--- src/rtl/iprl_pkg.sv ---
// Shared types and codes for the IPv4 route and interface lookup core.
// Request and result structs, table entry layouts, operation and status codes.
// No dependencies.
package iprl_pkg;

  localparam int ROUTE_ENTRIES_DEF   = 16;
  localparam int FORWARD_ENTRIES_DEF = 8;

  localparam logic [1:0] OP_LOOKUP   = 2'd0;
  localparam logic [1:0] OP_WR_ROUTE = 2'd1;
  localparam logic [1:0] OP_WR_FWD   = 2'd2;

  localparam logic [1:0] ST_OK       = 2'd0;
  localparam logic [1:0] ST_NO_ROUTE = 2'd1;
  localparam logic [1:0] ST_NO_IF    = 2'd2;

  typedef struct packed {
    logic [1:0]  operation;
    logic [3:0]  entry_index;
    logic        entry_valid;
    logic [31:0] entry_network;
    logic [31:0] entry_netmask;
    logic [15:0] entry_metric;
    logic [31:0] entry_nexthop;
    logic [3:0]  entry_interface;
    logic [31:0] dest_address;
  } req_t;

  typedef struct packed {
    logic [1:0]  status;
    logic [31:0] chosen_nexthop;
    logic [3:0]  chosen_interface;
  } rsp_t;

  typedef struct packed {
    logic [31:0] network;
    logic [31:0] mask;
    logic [15:0] metric;
    logic [31:0] nexthop;
  } route_ent_t;

  typedef struct packed {
    logic [31:0] network;
    logic [31:0] mask;
    logic [3:0]  port;
  } fwd_ent_t;

  typedef struct packed {
    logic clear;
    logic load;
  } sel_ctrl_t;

endpackage

--- src/rtl/iprl_tbl.sv ---
// Table memory with one write and one registered read port per cycle.
// Entry payload lives in a plain array; per-entry active bits are flops cleared by reset.
// No package dependencies.
module iprl_tbl #(
  parameter int DEPTH = 16,
  parameter int WIDTH = 32,
  parameter int AW    = (DEPTH > 1) ? $clog2(DEPTH) : 1
) (
  input  logic             clk_i,
  input  logic             rst_ni,
  input  logic             we_i,
  input  logic [AW-1:0]    waddr_i,
  input  logic             wactive_i,
  input  logic [WIDTH-1:0] wdata_i,
  input  logic [AW-1:0]    raddr_i,
  output logic             ractive_o,
  output logic [WIDTH-1:0] rdata_o
);

  logic [WIDTH-1:0] mem [DEPTH];
  logic [DEPTH-1:0] active_q;
  logic             ractive_q;
  logic [WIDTH-1:0] rdata_q;

  always_ff @(posedge clk_i) begin
    if (we_i) begin
      mem[waddr_i] <= wdata_i;
    end
    rdata_q <= mem[raddr_i];
  end

  always_ff @(posedge clk_i or negedge rst_ni) begin
    if (!rst_ni) begin
      active_q  <= '0;
      ractive_q <= 1'b0;
    end else begin
      if (we_i) begin
        active_q[waddr_i] <= wactive_i;
      end
      ractive_q <= active_q[raddr_i];
    end
  end

  assign ractive_o = ractive_q;
  assign rdata_o   = rdata_q;

endmodule

--- src/rtl/iprl_route_sel.sv ---
// Best-route accumulator: folds one routing entry per cycle, while load is set, into the running best.
// Depends on iprl_pkg for the entry layout and control struct.
module iprl_route_sel (
  input  logic                clk_i,
  input  logic                rst_ni,
  input  iprl_pkg::sel_ctrl_t ctrl_i,
  input  logic [31:0]         dest_i,
  input  logic                active_i,
  input  iprl_pkg::route_ent_t ent_i,
  output logic                found_o,
  output logic [31:0]         nexthop_o
);

  logic        found_q;
  logic [31:0] best_mask_q;
  logic [15:0] best_metric_q;
  logic [31:0] best_next_q;
  logic        match;
  logic        take;

  assign match = active_i && ((dest_i & ent_i.mask) == (ent_i.network & ent_i.mask));
  // A later route wins when its mask covers the best one or its metric is lower
  assign take  = match && (!found_q || ((best_mask_q | ent_i.mask) == ent_i.mask) ||
                           (ent_i.metric < best_metric_q));

  always_ff @(posedge clk_i or negedge rst_ni) begin
    if (!rst_ni) begin
      found_q <= 1'b0;
    end else if (ctrl_i.clear) begin
      found_q <= 1'b0;
    end else if (ctrl_i.load && take) begin
      found_q <= 1'b1;
    end
  end

  always_ff @(posedge clk_i) begin
    if (ctrl_i.load && take) begin
      best_mask_q   <= ent_i.mask;
      best_metric_q <= ent_i.metric;
      best_next_q   <= ent_i.nexthop;
    end
  end

  assign found_o   = found_q;
  assign nexthop_o = best_next_q;

endmodule

--- src/rtl/ipv4_route_and_interface_lookup_core.sv ---
// IPv4 route and interface lookup core. Table writes: result registered in the cycle
// after the request, a new request every cycle. Lookup: one routing entry per cycle through the
// routing memory port, then one forwarding entry per cycle; a no-route result comes from
// S_RDONE after S_ROUTE and S_RTAIL, else from the first forwarding hit in S_FWD, or from
// S_FTAIL when the forwarding scan runs out. busy holds off requests meanwhile; the receiver cannot
// stall. Reset clears all active bits and the sequencer; entry payloads are not cleared.
module ipv4_route_and_interface_lookup_core #(
  parameter int ROUTE_ENTRIES   = iprl_pkg::ROUTE_ENTRIES_DEF,
  parameter int FORWARD_ENTRIES = iprl_pkg::FORWARD_ENTRIES_DEF
) (
  input  logic           clk_i,
  input  logic           rst_ni,
  input  logic           start,
  output logic           busy,
  input  iprl_pkg::req_t req_i,
  output logic           done_o,
  output iprl_pkg::rsp_t rsp_o
);

  localparam int RAW = (ROUTE_ENTRIES > 1) ? $clog2(ROUTE_ENTRIES) : 1;
  localparam int FAW = (FORWARD_ENTRIES > 1) ? $clog2(FORWARD_ENTRIES) : 1;
  localparam int CW  = (RAW > FAW) ? RAW : FAW;
  localparam int IW  = ((CW > 4) ? CW : 4) + 1;
  localparam int RW  = $bits(iprl_pkg::route_ent_t);
  localparam int FW  = $bits(iprl_pkg::fwd_ent_t);

  typedef enum logic [2:0] {
    S_IDLE, S_ROUTE, S_RTAIL, S_RDONE, S_FWD, S_FTAIL
  } state_e;

  state_e              state_q;
  logic [CW-1:0]       cnt_q;
  logic                pend_q;
  logic [31:0]         dest_q;
  logic                done_q;
  iprl_pkg::rsp_t      rsp_q;

  logic                accept;
  logic [IW-1:0]       idx_ext;
  logic                r_we, f_we;
  iprl_pkg::route_ent_t r_wdata, r_rdata;
  iprl_pkg::fwd_ent_t  f_wdata, f_rdata;
  logic [RW-1:0]       r_rbits;
  logic [FW-1:0]       f_rbits;
  logic                r_ractive, f_ractive;
  iprl_pkg::sel_ctrl_t sel_ctrl;
  logic                found;
  logic [31:0]         best_next;
  logic                f_hit;
  logic                r_last, f_last;

  assign accept  = start && !busy;
  assign busy    = (state_q != S_IDLE);
  assign idx_ext = IW'(req_i.entry_index);

  assign r_we = accept && (req_i.operation == iprl_pkg::OP_WR_ROUTE) &&
                (idx_ext < IW'(ROUTE_ENTRIES));
  assign f_we = accept && (req_i.operation == iprl_pkg::OP_WR_FWD) &&
                (idx_ext < IW'(FORWARD_ENTRIES));

  assign r_wdata = '{network: req_i.entry_network, mask: req_i.entry_netmask,
                     metric: req_i.entry_metric, nexthop: req_i.entry_nexthop};
  assign f_wdata = '{network: req_i.entry_network, mask: req_i.entry_netmask,
                     port: req_i.entry_interface};

  iprl_tbl #(.DEPTH(ROUTE_ENTRIES), .WIDTH(RW), .AW(RAW)) u_route_tbl (
    .clk_i     (clk_i),
    .rst_ni    (rst_ni),
    .we_i      (r_we),
    .waddr_i   (idx_ext[RAW-1:0]),
    .wactive_i (req_i.entry_valid),
    .wdata_i   (RW'(r_wdata)),
    .raddr_i   (cnt_q[RAW-1:0]),
    .ractive_o (r_ractive),
    .rdata_o   (r_rbits)
  );

  iprl_tbl #(.DEPTH(FORWARD_ENTRIES), .WIDTH(FW), .AW(FAW)) u_fwd_tbl (
    .clk_i     (clk_i),
    .rst_ni    (rst_ni),
    .we_i      (f_we),
    .waddr_i   (idx_ext[FAW-1:0]),
    .wactive_i (req_i.entry_valid),
    .wdata_i   (FW'(f_wdata)),
    .raddr_i   (cnt_q[FAW-1:0]),
    .ractive_o (f_ractive),
    .rdata_o   (f_rbits)
  );

  assign r_rdata = iprl_pkg::route_ent_t'(r_rbits);
  assign f_rdata = iprl_pkg::fwd_ent_t'(f_rbits);

  assign sel_ctrl.clear = accept && (req_i.operation == iprl_pkg::OP_LOOKUP);
  assign sel_ctrl.load  = pend_q && ((state_q == S_ROUTE) || (state_q == S_RTAIL));

  iprl_route_sel u_route_sel (
    .clk_i     (clk_i),
    .rst_ni    (rst_ni),
    .ctrl_i    (sel_ctrl),
    .dest_i    (dest_q),
    .active_i  (r_ractive),
    .ent_i     (r_rdata),
    .found_o   (found),
    .nexthop_o (best_next)
  );

  // Read data arrives in the cycle after its address; pend_q marks it as live
  assign f_hit  = pend_q && f_ractive &&
                  ((best_next & f_rdata.mask) == (f_rdata.network & f_rdata.mask));
  assign r_last = (cnt_q == CW'(ROUTE_ENTRIES - 1));
  assign f_last = (cnt_q == CW'(FORWARD_ENTRIES - 1));

  always_ff @(posedge clk_i) begin
    if (sel_ctrl.clear) begin
      dest_q <= req_i.dest_address;
    end
  end

  always_ff @(posedge clk_i or negedge rst_ni) begin
    if (!rst_ni) begin
      state_q <= S_IDLE;
      cnt_q   <= '0;
      pend_q  <= 1'b0;
      done_q  <= 1'b0;
      rsp_q   <= '0;
    end else begin
      done_q <= 1'b0;
      case (state_q)
        S_IDLE: begin
          if (accept) begin
            if (req_i.operation == iprl_pkg::OP_LOOKUP) begin
              state_q <= S_ROUTE;
              cnt_q   <= '0;
              pend_q  <= 1'b0;
            end else begin
              done_q <= 1'b1;
              rsp_q  <= '{status: iprl_pkg::ST_OK, chosen_nexthop: '0,
                          chosen_interface: '0};
            end
          end
        end
        S_ROUTE: begin
          pend_q <= 1'b1;
          if (r_last) begin
            state_q <= S_RTAIL;
          end else begin
            cnt_q <= cnt_q + 1'b1;
          end
        end
        S_RTAIL: begin
          pend_q  <= 1'b0;
          cnt_q   <= '0;
          state_q <= S_RDONE;
        end
        S_RDONE: begin
          if (found) begin
            state_q <= S_FWD;
          end else begin
            state_q <= S_IDLE;
            done_q  <= 1'b1;
            rsp_q   <= '{status: iprl_pkg::ST_NO_ROUTE, chosen_nexthop: '0,
                         chosen_interface: '0};
          end
        end
        S_FWD: begin
          pend_q <= 1'b1;
          if (f_hit) begin
            // first hit wins: stop the scan
            state_q <= S_IDLE;
            done_q  <= 1'b1;
            rsp_q   <= '{status: iprl_pkg::ST_OK, chosen_nexthop: best_next,
                         chosen_interface: f_rdata.port};
          end else if (f_last) begin
            state_q <= S_FTAIL;
          end else begin
            cnt_q <= cnt_q + 1'b1;
          end
        end
        S_FTAIL: begin
          state_q <= S_IDLE;
          pend_q  <= 1'b0;
          done_q  <= 1'b1;
          if (f_hit) begin
            rsp_q <= '{status: iprl_pkg::ST_OK, chosen_nexthop: best_next,
                       chosen_interface: f_rdata.port};
          end else begin
            rsp_q <= '{status: iprl_pkg::ST_NO_IF, chosen_nexthop: best_next,
                       chosen_interface: '0};
          end
        end
        default: begin
          state_q <= S_IDLE;
          pend_q  <= 1'b0;
        end
      endcase
    end
  end

  assign done_o = done_q;
  assign rsp_o  = rsp_q;

endmodule

--- config.mk ---
export PLATFORM = sky130hd
export DESIGN_NAME = ipv4_route_and_interface_lookup_core
export DESIGN_NICKNAME = d
export VERILOG_FILES = /design/src/rtl/iprl_pkg.sv /design/src/rtl/iprl_tbl.sv /design/src/rtl/iprl_route_sel.sv /design/src/rtl/ipv4_route_and_interface_lookup_core.sv
export SDC_FILE = /design/constraint.sdc
export NUM_CORES = 2
export LEC_CHECK = 0
export BUFFER_PORTS_ARGS = -buffer_cell sky130_fd_sc_hd__buf_2
export CORE_UTILIZATION = 25
export DETAILED_ROUTE_END_ITERATION = 10
export GPL_ROUTABILITY_DRIVEN = 0
export PLACE_DENSITY_LB_ADDON = 0.1
export SETUP_SLACK_MARGIN = 0.3
export SYNTH_ARGS = -nofsm -noshare
export SYNTH_HDL_FRONTEND = slang
export SYNTH_SLANG_ARGS = --single-unit
--- constraint.sdc ---
create_clock -name clk_i -period 20.4 [get_ports clk_i]
set_clock_uncertainty 0.15 [all_clocks]
set_input_delay 4.08 -clock clk_i [delete_from_list [all_inputs] [get_ports clk_i]]
set_output_delay 4.08 -clock clk_i [all_outputs]
set_load 0.01 [all_outputs]
Word-level counts from Yosys, hierarchy flattened

Memories as Yosys holds them, arrays and structs flattened. A register that Yosys moved wholly into a read port is not among the register bits.
Cells that the tools add are included.

Flip-flop bits (word level): 186
Bits in writable memories: 2336
Input port bits: 158
Output and inout port bits: 40
Logic and storage cells: 129
Memories: 2

$add $sub $neg: 1
Order comparisons: 9
Eq/ne operators: 22
Mux-type cells: 43
Bitwise gates (word level): 6
Reduce and logical (&&, ||, !) cells: 30

Memory list:

| memory          | words | bits a word | read ports | clocked after Yosys merged registers in | write ports | line           | text |
|---|---|---|---|---|---|---|---|
| u_route_tbl.mem | 16    | 112         | 1          | 1                                       | 1           | iprl_tbl.sv:20 | `logic [WIDTH-1:0] mem [DEPTH];` |
| u_fwd_tbl.mem   | 8     | 68          | 1          | 1                                       | 1           | iprl_tbl.sv:20 |  |

Operator list:

| operator            | count |
|---|---|
| $mux 38             | 5 |
| $pmux 38 s4         | 1 |
| $and 32x32->32      | 4 |
| $eq 32x32->1        | 3 |
| $or 32x32->32       | 1 |
| $mux 4              | 5 |
| $mux 3              | 6 |
| $ne 2x2->1 const B  | 9 |
| $bwmux 16           | 1 |
| $lt 16x16->1        | 1 |
| $mux 1              | 16 |
| $pmux 4 s4          | 1 |
| $lt 4x5->1 const B  | 3 |
| $pmux 3 s5          | 1 |
| $logic_and 1x1->1   | 14 |
| $bwmux 8            | 1 |
| $lt 3x4->1 const B  | 2 |
| $reduce_bool 4->1   | 2 |
| $eq 3x2->1 const B  | 2 |
| $eq 3x3->1 const B  | 2 |
| $reduce_and 6->1    | 1 |
| $reduce_and 5->1    | 1 |
| $add 4x1->4 const B | 1 |
| $bmux 1 s4          | 1 |
| 24 further kinds    | 27 |

Logic depth before layout (Yosys ltp)

Depth in word-level cells: 8
Gate-level depth with buffers: 9
Mapped depth without buffers: 8

By module

A second synthesis with hierarchy kept.

Cell total of the unflattened synthesis: 4368
Area total of the unflattened synthesis: 99464.1 um2

Modules (own cells, without submodules):

| module                               | instances | cells an instance | area an instance (um2) | seq. area each (um2) |
|---|---|---|---|---|
| iprl_tbl at u_route_tbl              | 1         | 2907              | 69857.0                | 56479.2 |
| iprl_tbl at u_fwd_tbl                | 1         | 887               | 22247.6                | 17922.2 |
| ipv4_route_and_interface_lookup_core | 1         | 317               | 3686.0                 | 2137.0 |
| iprl_route_sel                       | 1         | 257               | 3673.5                 | 2427.3 |

Worst setup path after synthesis

Ideal clock, no wire load.

Kind: input to register
Start point: input req_i[149] (netlist name)
End point: register u_route_tbl.active_q[10]
Library setup time: 0.089 ns
Data arrival time: 10.054 ns
Slack: 10.107 ns
Stages: 3
Buffers on the path: 0
Path through: or3b_2 -> nor2_1 -> mux2_2

Longest elaborated chain between the ends: 5
Elaborated cells between the ends (all ways): 8

Ends and longest elaborated chain:

| element                                         | line                                                       | text |
|---|---|---|
| start: declaration                              | ipv4_route_and_interface_lookup_core.sv:15                 | `input iprl_pkg::req_t req_i,` |
| $lt 4x5->1 / $ge 4x1->1 (equally long branches) | iprl_tbl.sv:38, ipv4_route_and_interface_lookup_core.sv:57 |  |
| $logic_and 1x1->1 (not written as such)         | iprl_tbl.sv:38                                             | `active_q[waddr_i] <= wactive_i;` |
| $mux 1 (not written as such)                    | iprl_tbl.sv:38                                             |  |
| $demux 1 s4                                     | -                                                          |  |
| $bwmux 16                                       | iprl_tbl.sv:38                                             |  |
| end signal: indexed assignment                  | iprl_tbl.sv:38                                             |  |
| end: declaration                                | iprl_tbl.sv:21                                             | `logic [DEPTH-1:0] active_q;` |

Several ways; a longest one is shown, not always the timed one.
A chain may end at the register's enable or synchronous reset.

Worst setup path after layout

Start point: input start
End point: register u_route_tbl.active_q[3]

Longest elaborated chain between the ends: 3

Ends and longest elaborated chain:

| element                         | line                                       | text |
|---|---|---|
| start: declaration              | ipv4_route_and_interface_lookup_core.sv:13 | `input logic start,` |
| $logic_and 1x1->1               | ipv4_route_and_interface_lookup_core.sv:52 | `assign accept = start && !busy;` |
| $logic_and 1x1->1 (2 in series) | ipv4_route_and_interface_lookup_core.sv:56 | `assign r_we = accept && (req_i.operation == iprl_pkg::OP_WR_ROUTE) &&` |

No other way between the ends.

==> metrics <==
outcome=completed; post-synthesis cell area=100000 µm²; largest net degree at the start of global routing=110; critical path type=in2reg; maximum buffer depth of the clock tree=4; total of cells resized after clock tree synthesis=0; clock transition time at the flip-flop clock pins of the worst setup and hold paths=roughly 60 ps; combinational share of power=around a quarter; Avg Synthesized Cell Area=20.5 µm²; wire length after detailed routing=~320 mm; register area=79000 µm²; number of levels in the clock H-tree=5; highest clock rate=between 100 and 150 MHz; die outline width=~640 µm; total global-route track usage=about 15%; Crit path required time=between 20000 and 25000 ps; portion of total power attributed to the clock network=a little over a third; Final Hold Fails=0; # Max-Cap Violations=0; sum of net half-perimeters after detailed placement=~190 mm; dominant combinational cell family by area after synthesis=multiplexers; leading cell types in the layout, fill and taps excluded=sky130_fd_sc_hd__edfxtp_1, sky130_fd_sc_hd__mux4_2, sky130_fd_sc_hd__mux2i_1, sky130_fd_sc_hd__clkbuf_16, sky130_fd_sc_hd__o21ai_0; Final min period=about 8000 ps; drt first pass iters=5; switching pwr=4.92 mW; vias post-DR=~50000; synthesized netlist net count=between 5000 and 6000; Ys Warns=0; Top FF cell, synth=sky130_fd_sc_hd__edfxtp_1; CTS tree=yes; total leakage power=38.5 nW; slew at the pin closest to its max-slew limit=approximately 1400 ps; commonest non-fill, non-tap cell in the layout=sky130_fd_sc_hd__edfxtp_1; distinct cell type count of the synthesized netlist=between 40 and 50; net switching share of the total power=30.7%; number of instances in the synthesized netlist=slightly below 5000; xor/xnor share of the synthesized area=0.576%; final setup violation count=0; via count of the first global-routing pass=50400; number of cell rows=around 230; cell area power density=roughly 140 nW/µm²; total number of nets in the final design=between 5000 and 6000; post-CTS setup buffers=0; post-detailed-route count of antenna-violating nets=0; Via density=~4.5; number of synthesized flops with an enable pin=about 2400; number of violations reported at the end of detailed-routing iteration 0=~4100; worst voltage drop across the vdd grid=0.112 mV; portion of the clock cycle consumed by the worst path in the final layout=about 40%; filler instances=39000; grt ovf=0; complex-gate fraction of the synthesized area=4.44%; master of the slowest instance on the critical path=sky130_fd_sc_hd__buf_4; portion of the post-synthesis area used by sequential elements=between 70 and 80%; # DRC=0; Total Neg Setup Slack=0 ps; setup repair after global routing missed its margin=false; Final Max Tran Viols=0; Adder-Cell Fraction of Synth Area=less than 1%; hold buffer count at cts=0; simple-gate portion of the synthesized area=less than 1%; Worst setup SP type=input pin; number of ports placed on the die boundary=between 150 and 200; Total Power=approximately 16 mW; Layout area overhead=18.2%; standard cell core area=between 300000 and 400000 µm²; crit-path max cell delay=~760 ps; area taken by multi-input logic gates=about 20000 µm²; element type at the critical path end=flop; portion of netlist area occupied by mux cells=between 10 and 15%; Clock Latency Late Sink=~930 ps; internal power=11.1 mW; clk root buf=sky130_fd_sc_hd__clkbuf_16; class of the tightest hold or removal check=reg2reg; clk sinks=roughly 2700; register bit total from synthesis=roughly 2700; signal arrival time at the worst endpoint=~8700 ps; number of port buffers=just under 200; setup slack of the critical path after layout=12410 ps; first-pass GRT wire length=between 400 and 500 mm; cells along the critical path=buf_2 -> nand2_1 -> nor2_1 -> nand3b_1 -> nor2_4 -> buf_4 -> buf_4 -> buf_4 -> mux2_2; Initial Utilization=25.1%; total clock buffers created by CTS=around 320; Critical Path Fanout Max=between 40 and 50; most repeated library cell on the critical path=sky130_fd_sc_hd__buf_4; total die area=404000 µm²; die height=between 600 and 700 µm; proportion of synthesized flip-flops having asynchronous set or reset=about 2.7%; Max transition margin=5.32%; wire per inst=a little under 30 µm; worst slack, placed=roughly 11000 ps; number of antenna violations at the first check in global routing=approximately 70; fraction of layout instances using a drive strength above 1=approximately a quarter; sequential power share=about two fifths
## cell usage after synthesis, drive strengths merged (5+ instances only)
master / instances / area, µm²
ha: 16 / 200
a221oi: 113 / 990
nand3: 10 / 50.1
o22ai: 16 / 100
nor2: 38 / 143
a22oi: 139 / 1040
nand3b: 5 / 37.5
mux2i: 335 / 3350
dfrtp: 74 / 1850
clkbuf: 134 / 503
edfxtp: 2448 / 73500
mux2: 204 / 2300
a22o: 37 / 324
a21oi: 122 / 611
buf: 106 / 487
xor2: 66 / 578
inv: 54 / 203
nand4: 11 / 68.8
nand2: 131 / 492
dfxtp: 180 / 3600
mux4: 368 / 8290
a21o: 8 / 60.1
o21ai: 231 / 1160
## critical path, delay by kind of cell
kind                   cells  cell delay [ps]
buffers and inverters      4             2220
muxes                      1              410
and+or+nand+nor            4             1800
## registers in the layout, indices dropped and copies added, names as in the netlist, 16 cells and up
signal and cells:
u_route_sel.best_metric_q 16, u_route_sel.best_mask_q 32, u_fwd_tbl.mem 544, u_fwd_tbl.rdata_o 68
u_route_sel.nexthop_o 32, dest_q 32, rsp_o 38, u_route_tbl.active_q 16
u_route_tbl.rdata_o 112, u_route_tbl.mem 1792
## layer usage
metal | up-vias | wire, µm | track usage [%] | share of wire (%)
li1 | 21000 | - | - | -
met1 | 26200 | 147000 | 21.7 | 46
met2 | 1194 | 150000 | 25.1 | 47
met3 | 404 | 14800 | 2.57 | 4.6
met4 | 18 | 6270 | 3.03 | 2.0
met5 | - | 124 | 0 | 0.039
## cell families after synthesis
| logic type | after synthesis |
|---|---|
| muxes | 907 |
| buffers and inverters | 294 |
| and+or+nand+nor | 223 |
| adders and majority gates | 16 |
| DFF | 2702 |
| AOI/OAI and AO/OA | 686 |
| xor gates and xnor gates | 66 |
## stage by stage
step / cell area [µm²] / hold slack [ps] / instances / utilization [%]
after global routing: 119000 / 257 / 10800 / 29.7
after detailed placement: 108000 / 241 / 10200 / 27.1
after floorplan: 100000 / 236 / 4894 / -
final: 119000 / 254 / 10800 / 29.7
after CTS: 119000 / 254 / 10800 / 29.7
after global placement: 108000 / 239 / 10200 / 27.1
## power groups by stage
stage / Combinational [mW] / Sequential [mW] / Clock [mW]
finish: 3.73 / 6.61 / 5.69
global route: 4.03 / 6.63 / 6.08
CTS: 3.86 / 6.63 / 5.88
detailed placement: 3.85 / 6.74 / 0
global placement: 3.86 / 6.75 / 0
floorplan: 2.38 / 6.52 / 0
## layout make-up
type | instances | area share, %
sequential | 2702 | 66.6
multi-input combinational | 1898 | 17.2
clock buffer | 436 | 7.51
tap | 5265 | 5.55
timing repair buffer | 313 | 1.64
clock inverter | 153 | 1.27
inverter | 54 | 0.171
antenna | 18 | 0.0380
## final timing paths
check | slack (ps) | cells after the start | end | from
max | 12410 | 9 | u_route_tbl.active_q[3] | start
min | 250 | 0 | u_route_sel.nexthop_o[6] | u_route_tbl.rdata_o[6]
max reg2reg | 15020 | 9 | u_route_tbl.rdata_o[36] | cnt_q[0]
min reg2reg | 250 | 0 | u_route_sel.nexthop_o[6] | u_route_tbl.rdata_o[6]
max in group asynchronous | 15920 | 2 | rsp_o[10] | rst_ni
min in group asynchronous | 3000 | 1 | rsp_o[4] | rst_ni
No activity file was read; power rests on OpenSTA's default activity.
